File: config.mk
export PLATFORM = sky130hd
export DESIGN_NAME = json_string_unescape_utf8_top
export DESIGN_NICKNAME = d
export VERILOG_FILES = /design/src/hw/rtl/jsu_pkg.sv /design/src/hw/rtl/json_string_unescape_utf8_top.sv /design/src/hw/rtl/jsu_front.sv /design/src/hw/rtl/jsu_queue.sv /design/src/hw/rtl/jsu_back.sv
export VERILOG_INCLUDE_DIRS = /design/src /design/src/hw/rtl
export SDC_FILE = /design/constraint.sdc
export NUM_CORES = 1
export LEC_CHECK = 0
export BUFFER_PORTS_ARGS = -buffer_cell sky130_fd_sc_hd__buf_2
export CORE_UTILIZATION = 55
export DETAILED_ROUTE_END_ITERATION = 10
export GPL_TIMING_DRIVEN = 0
export PLACE_DENSITY_LB_ADDON = 0.3
export SYNTH_ARGS = -nofsm -noshare
export SYNTH_HDL_FRONTEND = slang
export SYNTH_SLANG_ARGS = --single-unit
File: constraint.sdc
create_clock -name clk -period 11.6 [get_ports clk]
set_clock_uncertainty 0.15 [all_clocks]
set_input_delay 1.74 -clock clk [delete_from_list [all_inputs] [get_ports clk]]
set_output_delay 1.74 -clock clk [all_outputs]
set_load 0.01 [all_outputs]
File: src/hw/rtl/assert_macros.svh
// Assertion macros used by the RTL file that carries checks.
`ifndef ASSERT_MACROS_SVH
`define ASSERT_MACROS_SVH

// Antecedent implies consequent in the same cycle, checked outside reset.
`define ASSERT_IMPLY(label, clk, rst_n, ante, cons, msg) \
	label: assert property (@(posedge clk) disable iff (!rst_n) (ante) |-> (cons)) \
		else $error(msg);

// Expression must never be true outside reset.
`define ASSERT_NEVER(label, clk, rst_n, expr, msg) \
	label: assert property (@(posedge clk) disable iff (!rst_n) !(expr)) \
		else $error(msg);

`endif

File: src/hw/rtl/jsu_pkg.sv
// Types, constants and helper functions for the JSON string unescaper.
package jsu_pkg;

	// Status codes carried on every result
	typedef enum logic [2:0] {
		ST_RUN      = 3'd0,
		ST_OK       = 3'd1,
		ST_NO_OPEN  = 3'd2,
		ST_ESC_CUT  = 3'd3,
		ST_BAD_ESC  = 3'd4,
		ST_HEX_CUT  = 3'd5,
		ST_BAD_HEX  = 3'd6,
		ST_UNCLOSED = 3'd7
	} status_t;

	// Source characters with special meaning
	localparam logic [7:0] CH_QUOTE  = 8'h22;
	localparam logic [7:0] CH_BSLASH = 8'h5C;
	localparam logic [7:0] CH_SLASH  = 8'h2F;
	localparam logic [7:0] CH_U      = 8'h75;
	localparam logic [7:0] CH_B      = 8'h62;
	localparam logic [7:0] CH_F      = 8'h66;
	localparam logic [7:0] CH_N      = 8'h6E;
	localparam logic [7:0] CH_R      = 8'h72;
	localparam logic [7:0] CH_T      = 8'h74;

	// Surrogate halves: top six bits of the 16-bit code
	localparam logic [5:0] SURR_HIGH = 6'b110110;
	localparam logic [5:0] SURR_LOW  = 6'b110111;
	localparam logic [20:0] SUPP_BASE = 21'h10000;

	// Most bytes one source byte can produce, and count width
	localparam int MAX_BYTES = 6;
	localparam int CNT_W = $clog2(MAX_BYTES + 1);
	localparam int IDX_W = $clog2(MAX_BYTES);

	// Queue between decoder and byte emitter
	localparam int Q_DEPTH = 2;
	localparam int Q_PTR_W = $clog2(Q_DEPTH);

	typedef struct packed {
		logic [7:0] data_byte;
		logic       end_marker;
	} in_item_t;

	typedef struct packed {
		logic [7:0] out_byte;
		logic       byte_valid;
		logic       last;
		status_t    status;
	} out_item_t;

	// One decoded source byte: its output bytes in order (index 0 first)
	typedef struct packed {
		logic [MAX_BYTES-1:0][7:0] bytes;
		logic [CNT_W-1:0]          cnt;
		status_t                   status;
	} entry_t;

	typedef struct packed {
		logic [3:0][7:0] bytes;
		logic [2:0]      n;
	} utf8_t;

	// Hex digit value, bit 4 set when the byte is a hex digit
	function automatic logic [4:0] hex_digit(input logic [7:0] c);
		logic [4:0] r;
		r = '0;
		if (c >= 8'h30 && c <= 8'h39) begin
			r = {1'b1, c[3:0]};
		end else if ((c >= 8'h61 && c <= 8'h66) || (c >= 8'h41 && c <= 8'h46)) begin
			r = {1'b1, c[3:0] + 4'd9};
		end
		return r;
	endfunction

	// Simple escape mapping, bit 8 set when the escape is known
	function automatic logic [8:0] simple_esc(input logic [7:0] c);
		logic [8:0] r;
		case (c)
			CH_QUOTE:  r = {1'b1, CH_QUOTE};
			CH_BSLASH: r = {1'b1, CH_BSLASH};
			CH_SLASH:  r = {1'b1, CH_SLASH};
			CH_B:      r = {1'b1, 8'h08};
			CH_F:      r = {1'b1, 8'h0C};
			CH_N:      r = {1'b1, 8'h0A};
			CH_R:      r = {1'b1, 8'h0D};
			CH_T:      r = {1'b1, 8'h09};
			default:   r = '0;
		endcase
		return r;
	endfunction

	// Code point to UTF-8, first byte in bytes[0]
	function automatic utf8_t utf8_encode(input logic [20:0] code);
		utf8_t r;
		r = '0;
		if (code < 21'h80) begin
			r.bytes[0] = code[7:0];
			r.n = 3'd1;
		end else if (code < 21'h800) begin
			r.bytes[0] = {3'b110, code[10:6]};
			r.bytes[1] = {2'b10, code[5:0]};
			r.n = 3'd2;
		end else if (code < 21'h10000) begin
			r.bytes[0] = {4'b1110, code[15:12]};
			r.bytes[1] = {2'b10, code[11:6]};
			r.bytes[2] = {2'b10, code[5:0]};
			r.n = 3'd3;
		end else begin
			r.bytes[0] = {5'b11110, code[20:18]};
			r.bytes[1] = {2'b10, code[17:12]};
			r.bytes[2] = {2'b10, code[11:6]};
			r.bytes[3] = {2'b10, code[5:0]};
			r.n = 3'd4;
		end
		return r;
	endfunction

endpackage

File: src/hw/rtl/json_string_unescape_utf8_top.sv
// JSON string unescaper: takes a quoted string one source byte per request, starting at the
// opening quote, and delivers the decoded bytes, with \u escapes and surrogate pairs turned
// into UTF-8. A source byte that yields no more than one output byte is taken every cycle while
// the result is not stalled; one that yields n bytes (up to six) holds the output while the
// emitter sends them one byte per cycle, and the two-entry queue between decoder and emitter
// then fills and stalls the source. A source byte's result passes the queue, then the output register.
// Each result carries the running status; once a final status is reached every later source
// request gives one result with no byte and that status, until reset.
`include "assert_macros.svh"

module json_string_unescape_utf8_top (
	input  logic               clk,
	input  logic               arst_n,
	input  logic               item_valid,
	output logic               item_stall,
	input  jsu_pkg::in_item_t  item,
	output logic               result_valid,
	input  logic               result_stall,
	output jsu_pkg::out_item_t result
);
	import jsu_pkg::*;

	logic   accept, push, pop, q_full, q_empty;
	logic   res_nobyte, res_final;
	entry_t entry, head;

	assign item_stall = q_full;
	assign accept     = item_valid && !item_stall;

	jsu_front u_front (
		.clk    (clk),
		.arst_n (arst_n),
		.accept (accept),
		.item   (item),
		.push   (push),
		.entry  (entry)
	);

	jsu_queue u_queue (
		.clk      (clk),
		.arst_n   (arst_n),
		.push     (push),
		.wr_entry (entry),
		.full     (q_full),
		.pop      (pop),
		.head     (head),
		.empty    (q_empty)
	);

	jsu_back u_back (
		.clk          (clk),
		.arst_n       (arst_n),
		.head         (head),
		.empty        (q_empty),
		.pop          (pop),
		.result_valid (result_valid),
		.result_stall (result_stall),
		.result       (result)
	);

	// Checks
	assign res_nobyte = result_valid && !result.byte_valid;
	assign res_final  = result.last && result.status != ST_RUN;

	`ASSERT_NEVER(a_pop_empty, clk, arst_n, pop && q_empty, "pop from empty queue")
	`ASSERT_NEVER(a_push_full, clk, arst_n, push && q_full, "push into full queue")
	`ASSERT_IMPLY(a_nobyte_final, clk, arst_n, res_nobyte, res_final, "byteless result not final")

endmodule

File: src/hw/rtl/jsu_front.sv
// Decoder: tracks the string syntax and turns each source byte into a queue entry.
module jsu_front (
	input  logic             clk,
	input  logic             arst_n,
	input  logic             accept,
	input  jsu_pkg::in_item_t item,
	output logic             push,
	output jsu_pkg::entry_t  entry
);
	import jsu_pkg::*;

	typedef enum logic [2:0] {
		PH_OPEN, PH_TEXT, PH_ESC, PH_HEX, PH_HIGH, PH_HIGHESC, PH_LOWHEX, PH_DONE
	} phase_t;

	typedef enum logic [1:0] {SEC_NONE, SEC_RAW, SEC_CODE} sec_t;

	phase_t      phase_q, phase_d;
	status_t     done_st_q, st;
	logic [15:0] acc_q, acc_d, hh_q, hh_d, acc_new;
	logic [1:0]  dc_q, dc_d;
	logic        pre_en;
	sec_t        sec_kind;
	logic [7:0]  sec_raw;
	logic [20:0] sec_code;
	logic [4:0]  hx;
	logic [8:0]  es;
	logic [7:0]  b;
	logic        src_end;
	utf8_t       pre_enc, sec_enc, sec_b;

	assign b       = item.data_byte;
	assign src_end = item.end_marker;
	assign hx      = hex_digit(b);
	assign es      = simple_esc(b);
	assign acc_new = {acc_q[11:0], hx[3:0]};

	// Next state and what this request emits
	always_comb begin
		phase_d  = phase_q;
		acc_d    = acc_q;
		hh_d     = hh_q;
		dc_d     = dc_q;
		st       = ST_RUN;
		pre_en   = 1'b0;
		sec_kind = SEC_NONE;
		sec_raw  = b;
		sec_code = {5'd0, acc_new};
		case (phase_q)
			PH_OPEN: begin
				if (!src_end && b == CH_QUOTE) phase_d = PH_TEXT;
				else st = ST_NO_OPEN;
			end
			PH_TEXT: begin
				if (src_end) st = ST_UNCLOSED;
				else if (b == CH_QUOTE) st = ST_OK;
				else if (b == CH_BSLASH) phase_d = PH_ESC;
				else sec_kind = SEC_RAW;
			end
			PH_ESC, PH_HIGHESC: begin
				if (src_end) begin
					st = ST_ESC_CUT;
					pre_en = (phase_q == PH_HIGHESC);
				end else if (b == CH_U) begin
					phase_d = (phase_q == PH_HIGHESC) ? PH_LOWHEX : PH_HEX;
					acc_d = '0;
					dc_d = '0;
				end else begin
					pre_en = (phase_q == PH_HIGHESC);
					if (es[8]) begin
						sec_kind = SEC_RAW;
						sec_raw = es[7:0];
						phase_d = PH_TEXT;
					end else begin
						st = ST_BAD_ESC;
					end
				end
			end
			PH_HEX, PH_LOWHEX: begin
				if (src_end) st = ST_HEX_CUT;
				else if (!hx[4]) st = ST_BAD_HEX;
				else begin
					acc_d = acc_new;
					if (dc_q != 2'd3) begin
						dc_d = dc_q + 2'd1;
					end else begin
						dc_d = '0;
						phase_d = PH_TEXT;
						if (phase_q == PH_HEX) begin
							if (acc_new[15:10] == SURR_HIGH) begin
								hh_d = acc_new;
								phase_d = PH_HIGH;
							end else begin
								sec_kind = SEC_CODE;
							end
						end else if (acc_new[15:10] == SURR_LOW) begin
							sec_kind = SEC_CODE;
							sec_code = SUPP_BASE + {1'b0, hh_q[9:0], acc_new[9:0]};
						end else begin
							pre_en = 1'b1;
							sec_kind = SEC_CODE;
						end
					end
				end
			end
			PH_HIGH: begin
				if (src_end) begin
					pre_en = 1'b1;
					st = ST_UNCLOSED;
				end else if (b == CH_BSLASH) begin
					phase_d = PH_HIGHESC;
				end else begin
					pre_en = 1'b1;
					phase_d = PH_TEXT;
					if (b == CH_QUOTE) st = ST_OK;
					else sec_kind = SEC_RAW;
				end
			end
			PH_DONE: st = done_st_q;
			default: st = done_st_q;
		endcase
		if (st != ST_RUN) phase_d = PH_DONE;
	end

	// Assemble the byte list: pending high surrogate first, then the second item
	assign pre_enc = utf8_encode({5'd0, hh_q});
	assign sec_enc = utf8_encode(sec_code);

	always_comb begin
		sec_b = '0;
		case (sec_kind)
			SEC_RAW: begin
				sec_b.bytes[0] = sec_raw;
				sec_b.n = 3'd1;
			end
			SEC_CODE: sec_b = sec_enc;
			default:  sec_b = '0;
		endcase
		entry = '0;
		entry.status = st;
		if (pre_en) begin
			entry.bytes[2:0] = pre_enc.bytes[2:0];
			entry.bytes[5:3] = sec_b.bytes[2:0];
			entry.cnt = CNT_W'(sec_b.n) + CNT_W'(3);
		end else begin
			entry.bytes[3:0] = sec_b.bytes;
			entry.cnt = CNT_W'(sec_b.n);
		end
	end

	assign push = accept && (entry.cnt != '0 || st != ST_RUN);

	// Decoder state
	always_ff @(posedge clk or negedge arst_n) begin
		if (!arst_n) begin
			phase_q   <= PH_OPEN;
			done_st_q <= ST_RUN;
			acc_q     <= '0;
			hh_q      <= '0;
			dc_q      <= '0;
		end else if (accept) begin
			phase_q <= phase_d;
			acc_q   <= acc_d;
			hh_q    <= hh_d;
			dc_q    <= dc_d;
			if (st != ST_RUN) done_st_q <= st;
		end
	end

endmodule

File: src/hw/rtl/jsu_queue.sv
// Short entry queue between the decoder and the byte emitter.
module jsu_queue (
	input  logic            clk,
	input  logic            arst_n,
	input  logic            push,
	input  jsu_pkg::entry_t wr_entry,
	output logic            full,
	input  logic            pop,
	output jsu_pkg::entry_t head,
	output logic            empty
);
	import jsu_pkg::*;

	entry_t             slot_q [Q_DEPTH];
	logic [Q_PTR_W-1:0] wr_ptr_q, rd_ptr_q;
	logic [Q_PTR_W:0]   cnt_q;

	assign full  = (cnt_q == (Q_PTR_W+1)'(Q_DEPTH));
	assign empty = (cnt_q == '0);
	assign head  = slot_q[rd_ptr_q];

	// Entry storage
	always_ff @(posedge clk) begin
		if (push) slot_q[wr_ptr_q] <= wr_entry;
	end

	// Pointers and fill count
	always_ff @(posedge clk or negedge arst_n) begin
		if (!arst_n) begin
			wr_ptr_q <= '0;
			rd_ptr_q <= '0;
			cnt_q    <= '0;
		end else begin
			if (push) wr_ptr_q <= wr_ptr_q + 1'b1;
			if (pop) rd_ptr_q <= rd_ptr_q + 1'b1;
			if (push && !pop) cnt_q <= cnt_q + 1'b1;
			else if (pop && !push) cnt_q <= cnt_q - 1'b1;
		end
	end

endmodule

File: src/hw/rtl/jsu_back.sv
// Byte emitter: walks the head entry one byte per cycle, while the result is not stalled, into the output register.
module jsu_back (
	input  logic               clk,
	input  logic               arst_n,
	input  jsu_pkg::entry_t    head,
	input  logic               empty,
	output logic               pop,
	output logic               result_valid,
	input  logic               result_stall,
	output jsu_pkg::out_item_t result
);
	import jsu_pkg::*;

	logic [IDX_W-1:0] idx_q;
	logic             out_valid_q;
	out_item_t        out_q;
	logic             ld, is_last, has_bytes;

	assign has_bytes = (head.cnt != '0);
	assign is_last   = !has_bytes || (CNT_W'(idx_q) + CNT_W'(1) == head.cnt);
	assign ld        = !empty && (!out_valid_q || !result_stall);
	assign pop       = ld && is_last;

	assign result_valid = out_valid_q;
	assign result       = out_q;

	// Output payload
	always_ff @(posedge clk) begin
		if (ld) begin
			out_q.out_byte   <= has_bytes ? head.bytes[idx_q] : 8'd0;
			out_q.byte_valid <= has_bytes;
			out_q.last       <= is_last;
			out_q.status     <= head.status;
		end
	end

	// Output valid and byte index within the entry
	always_ff @(posedge clk or negedge arst_n) begin
		if (!arst_n) begin
			out_valid_q <= 1'b0;
			idx_q       <= '0;
		end else begin
			if (ld) out_valid_q <= 1'b1;
			else if (!result_stall) out_valid_q <= 1'b0;
			if (ld) idx_q <= is_last ? '0 : idx_q + 1'b1;
		end
	end

endmodule
### Word level (Yosys, flattened, before mapping)

Memories as Yosys holds them, arrays and structs flattened.
Index checks and enable logic that the tools add are counted.
W data, S select, Z words.

* flip-flop bits (word level): 57
* RAM bits: 108
* output and inout bits: 15
* memories: 1

Memories
* u_queue.slot_q: depth 2, bits a word 54, rd ports 1, clocked after memory_dff 0, wr ports 1, line jsu_queue.sv:14 `entry_t slot_q [Q_DEPTH];`

* $add $sub $neg: 9
* order comparisons: 12
* eq/ne operators: 38
* muxes and demuxes: 100
* bitwise logic cells: 2
* reductions and logical operators: 36

Operators by type and width (count)
* $mux W21: 6
* $mux W3: 24
* $pmux W9 S8: 1
* $eq A8 B7 Y1 const B: 7
* $mux W8: 7
* $mux W12: 4
* $mux W16: 3
* $mux W24: 2
* $mux W2: 19
* $mux W35: 1
* $mux W25: 1
* $bmux W8 S3: 1
* $pmux W12 S2: 1
* $mux W11: 2
* $pmux W11 S2: 1
* $add A17 B20 Y21 const A: 1
* $lt A21 B12 Y1 const B: 1
* $lt A21 B17 Y1 const B: 1
* $lt A21 B8 Y1 const B: 1
* $mux W19: 1
* $mux W1: 18
* $pmux W3 S6: 1
* $mux W17: 1
* $eq A8 B6 Y1 const B: 2
* other kinds (45): 90

### Logic depth before layout (Yosys ltp)

* depth after elaboration: 26
* depth in mapped cells: 21

### By module

From an unflattened synthesis, not the netlist that was laid out.

* cell total of the unflattened synthesis: 788
* area total of the unflattened synthesis: 9198.8 um^2

By module, submodules not included
* jsu_queue: times used 1, cells an instance 184, area each 4332.9 um^2
* jsu_front: times used 1, cells an instance 515, area each 3753.6 um^2
* jsu_back: times used 1, cells an instance 88, area each 1098.6 um^2
* json_string_unescape_utf8_top: times used 1, cells an instance 1, area each 13.8 um^2

### Worst setup path after synthesis

No wires, ideal clock.

* kind: input port to flip-flop
* start: in item[5] in the netlist's numbering
* end: mem u_queue.slot_q[0][0] in the netlist's numbering, enable pin
* setup time: 464 ps
* arrival time: 6860 ps
* required time: 10986 ps
* path slack: 4126 ps
* cell stages on the path: 14
* cell sequence: or4b_1 or3_1 o2111ai_1 o21a_1 a41oi_1 ha_1 clkbuf_1 a21oi_1 nand2b_1 ha_1 o211ai_1 o22ai_1 a21oi_2 nor2b_1

* longest elaborated chain between the ends: 24
* elaborated cells between the ends (all ways): 77
* classes of those cells: 2 x add/sub; 9 x order compare; 11 x eq/ne; 46 x mux; 9 x reduce/logical

Ends and longest elaborated chain
* from (decl): line json_string_unescape_utf8_top.sv:16 `input jsu_pkg::in_item_t item,`
* $ge A8 B7 Y1 or $le A8 B7 Y1 (tied branches): line jsu_pkg.sv:71 `end else if ((c >= 8'h61 && c <= 8'h66) || (c >= 8'h41 && c <= 8'h46)) begin`
* $logic_and A1 B1 Y1: line jsu_pkg.sv:71
* $logic_or A1 B1 Y1: line jsu_pkg.sv:71
* $mux W5: line jsu_pkg.sv:71
* $mux W5: line jsu_pkg.sv:69 `if (c >= 8'h30 && c <= 8'h39) begin`
* $add A17 B20 Y21: line jsu_front.sv:98 `sec_code = SUPP_BASE + {1'b0, hh_q[9:0], acc_new[9:0]};`
* $mux W21: line jsu_front.sv:96 `end else if (acc_new[15:10] == SURR_LOW) begin`
* $mux W21: line jsu_front.sv:89 `if (phase_q == PH_HEX) begin`
* (+9 left out)
* $add A3 B2 Y3: line jsu_front.sv:144 `entry.cnt = CNT_W'(sec_b.n) + CNT_W'(3);`
* $mux W35: line jsu_front.sv:141 `if (pre_en) begin`
* $reduce_bool A3 Y1: line jsu_front.sv:151 `assign push = accept && (entry.cnt != '0 || st != ST_RUN);`
* $logic_or A1 B1 Y1 *: line jsu_front.sv:151
* $logic_and A1 B1 Y1 *: line jsu_front.sv:151
* named net push: line json_string_unescape_utf8_top.sv:23 `logic accept, push, pop, q_full, q_empty;`
* $mux W1 *: line jsu_queue.sv:24 `if (push) slot_q[wr_ptr_q] <= wr_entry;`
* $mux W1 (not written as such) *: line jsu_queue.sv:24
* to (decl): line jsu_queue.sv:14

Mark *: on every way through the listed nets, which the timed path passes. The rest lies on a longest branch.

### Final worst setup path

* start: in item[2] in the netlist's numbering
* end: mem u_queue.slot_q[0][15] in the netlist's numbering, enable pin

Same word-level chain as after synthesis.

==> impl_metrics.tcl <==
set metrics [dict create \
    postLayoutCoreUtil 0.6347 \
    numPortBuffers 26 \
    die_w_um 125.3 \
    wl_per_cell_um 22.70 \
    worst-slew-pin-transition_ps 1047 \
    cts_max_path_buffers 2 \
    grt_pass1_wl_um 35060 \
    cts_made_buffers 17 \
    drv_cap 0 \
    clock-sinks 157 \
    holdWs_ps 346.7 \
    synthArstFlopShare 0.2803 \
    cp_max_fo 29 \
    start_util 0.5692 \
    cts_tree "built" \
    synth-seq-cells 157 \
    worstPathRequired_ps 11570 \
    cts_resized 0 \
    startpoint "item[2]" \
    worstSkewPairLatency_ps 430 \
    ys_types 78 \
    area_growth_pct 11.51 \
    ios 28 \
    layout_commonest_cell "edfxtp_1" \
    total_power_mw 1.844 \
    post_cts_buffers 0 \
    vias 6305 \
    rsz0062_at_grt "false" \
    power_density_nw_per_um2 197.6 \
    worst_ir_drop_vdd_mv 0.1027 \
    design_area_um2 9330 \
    pre_cts_ws_ps 4661 \
    synthAdderAreaFrac 0.01795 \
    slew_headroom 0.3017 \
    period_minus_slack_ps 6572 \
    rows 44 \
    gp_congestion 0.9546 \
    dpl_cell_area_um2 8776 \
    wl_um 22360 \
    fin_crit_sh 0.5666 \
    grt_pass1_vias 6057 \
    synth_nets 766 \
    avgSynthCellArea_um2 11.29 \
    grt_antenna_before_repair 0 \
    hold_class "flip-flop to flip-flop" \
    muxShareOfSynthArea 0.08793 \
    synth_edf_count 113 \
    hold_start "u_front.hh_q[14]" \
    violations "design-rule violations" \
    die_h_um 125.3 \
    synth_compound_area_frac 0.1614 \
    fin_ws_ps 5028 \
    design.die.area_um2 15710 \
    first_pass_iters 8 \
    timing.rr.start "u_front.phase_q[2]" \
    fin_setup_tns_ps 0 \
    netlist_instances 741 \
    dp.cells 953 \
    multi_input_area_um2 3596 \
    leakagePower_nw 3.413 \
    hold_violations 0 \
    ys_seq_area_frac 0.5372 \
    max_freq_ghz 0.1522 \
    ff_latch_area_um2 4494 \
    core_region_area_um2 14700 \
    synthXorXnorAreaFrac 0.01675 \
    grt_usage 0.3013 \
    crit_path_start_kind "primary input" \
    critPathKind "primary input to flip-flop" \
    reg2reg_slack_ps 6070 \
    diodes 0 \
    grt_max_degree 45 \
    slew_violations 0 \
    drt_iter0_markers 622 \
    status "complete, but fails checks" \
    netlist_area_um2 8367 \
    setup_viol 0 \
    synth_simple_gate_area_share 0.1448 \
    critical_path.endpoint_type "flip-flop" \
    fin_cells 985 \
    vias_per_cell 6.401 \
    grt_overflow 0 \
    holdBufCountCts 0 \
    layout_common_cells "113 x edfxtp_1, 74 x nand2_1, 61 x nor2_1, 47 x o21ai_0, 44 x dfrtp_1" \
    crit_arrival_ps 6540 \
    cts_root_buf "clkbuf_16" \
    fill_cells 1136 \
    synthFlopType "edfxtp_1" \
    drive_gt1_frac 0.1461 \
    clk_pin_slew_ps 60 \
    htree_levels 4 \
    nets 813 \
    hpwl_um 16670 \
    drc_errors 3 \
    synth_top_family_by_area "compound AO/OA/AOI/OAI gates" \
    ant_nets 0 \
    yosysWarnings 0 \
]
worst max-delay path, cell delays in order:
cell      delay, ps
buf_2           150
inv_1           110
ha_1            270
nand2_1          70
or4_1           400
clkbuf_1        190
nor2b_1         250
o21a_1          220
a41oi_1         250
ha_1            340
o21ai_0         360
a21oi_1         290
nand2b_1        120
ha_1            320
o211ai_1         90
o22ai_1         180
a21oi_2         270
nor2b_4         630
buf_12          280
cells by family after synthesis:
kind of cell    count (synthesis)
flops                         157
xor+xnor                       16
compound gates                194
simple gates                  241
buf+inv                        75
fa+ha+maj                      12
mux                            46
layer usage:
layer	track usage	part of all wire	vias up
li1	-	-	2889
met2	0.4929	0.48	305
met5	0	0	-
met4	0.1162	0.032	0
met3	0.06076	0.074	50
met1	0.3987	0.41	3061
path summary, 6_finish.rpt:
check                      cells past startpoint                     to
max                                           19  u_queue.slot_q[0][15]
min                                            1       u_front.hh_q[14]
max reg2reg                                   18  u_queue.slot_q[0][15]
min reg2reg                                    1       u_front.hh_q[14]
max in group asynchronous                      1       u_front.hh_q[15]
min in group asynchronous                      1       u_queue.cnt_q[1]
layout make-up:
cell class	instances	share of cell area
multi-input cells	509	0.3854
clock inverters	12	0.01046
well taps	184	0.02467
inverters	31	0.01247
flip-flops and latches	157	0.4817
clock buffers	20	0.04895
repair buffers	28	0.01824
plain buffers	44	0.01810
synth_stat cells, drive strengths merged (5+ instances only):
cell type | number | share of area
a211oi | 9 | 0.011
a21o | 5 | 0.0045
a21oi | 39 | 0.024
a31oi | 6 | 0.0045
and2 | 14 | 0.010
and3 | 5 | 0.0037
buf | 10 | 0.0049
clkbuf | 34 | 0.015
dfrtp | 44 | 0.13
edfxtp | 113 | 0.41
ha | 12 | 0.018
inv | 31 | 0.014
mux2 | 10 | 0.013
mux2i | 15 | 0.018
mux4 | 21 | 0.057
nand2 | 75 | 0.034
nand2b | 10 | 0.0075
nand3 | 7 | 0.0048
nor2 | 61 | 0.027
nor2b | 10 | 0.0075
nor3 | 14 | 0.0084
o2111ai | 5 | 0.0060
o211ai | 5 | 0.0045
o21a | 5 | 0.0045
o21ai | 51 | 0.031
o22ai | 18 | 0.013
o31ai | 10 | 0.0090
or2 | 9 | 0.0067
xnor2 | 9 | 0.0094
xor2 | 7 | 0.0073
state kept, by name (all words and copies together), names as in the netlist:
register and cells:
u_back.idx_q 3, u_back.result 13, u_back.result_valid 1, u_front.acc_q 12, u_front.dc_q 2, u_front.done_st_q 3
u_front.hh_q 16, u_front.phase_q 3, u_queue.cnt_q 2, u_queue.rd_ptr_q 1, u_queue.slot_q 100, u_queue.wr_ptr_q 1
where the power goes:
group          internal [mW]  switching (mW)  total [mW]  leakage (nW)
registers              0.769          0.0399       0.809          1.64
logic                  0.225           0.289       0.513          1.50
clock network          0.290           0.231       0.521         0.273
total                   1.28           0.560        1.84          3.41
No activity file was read; power rests on OpenSTA's default activity.
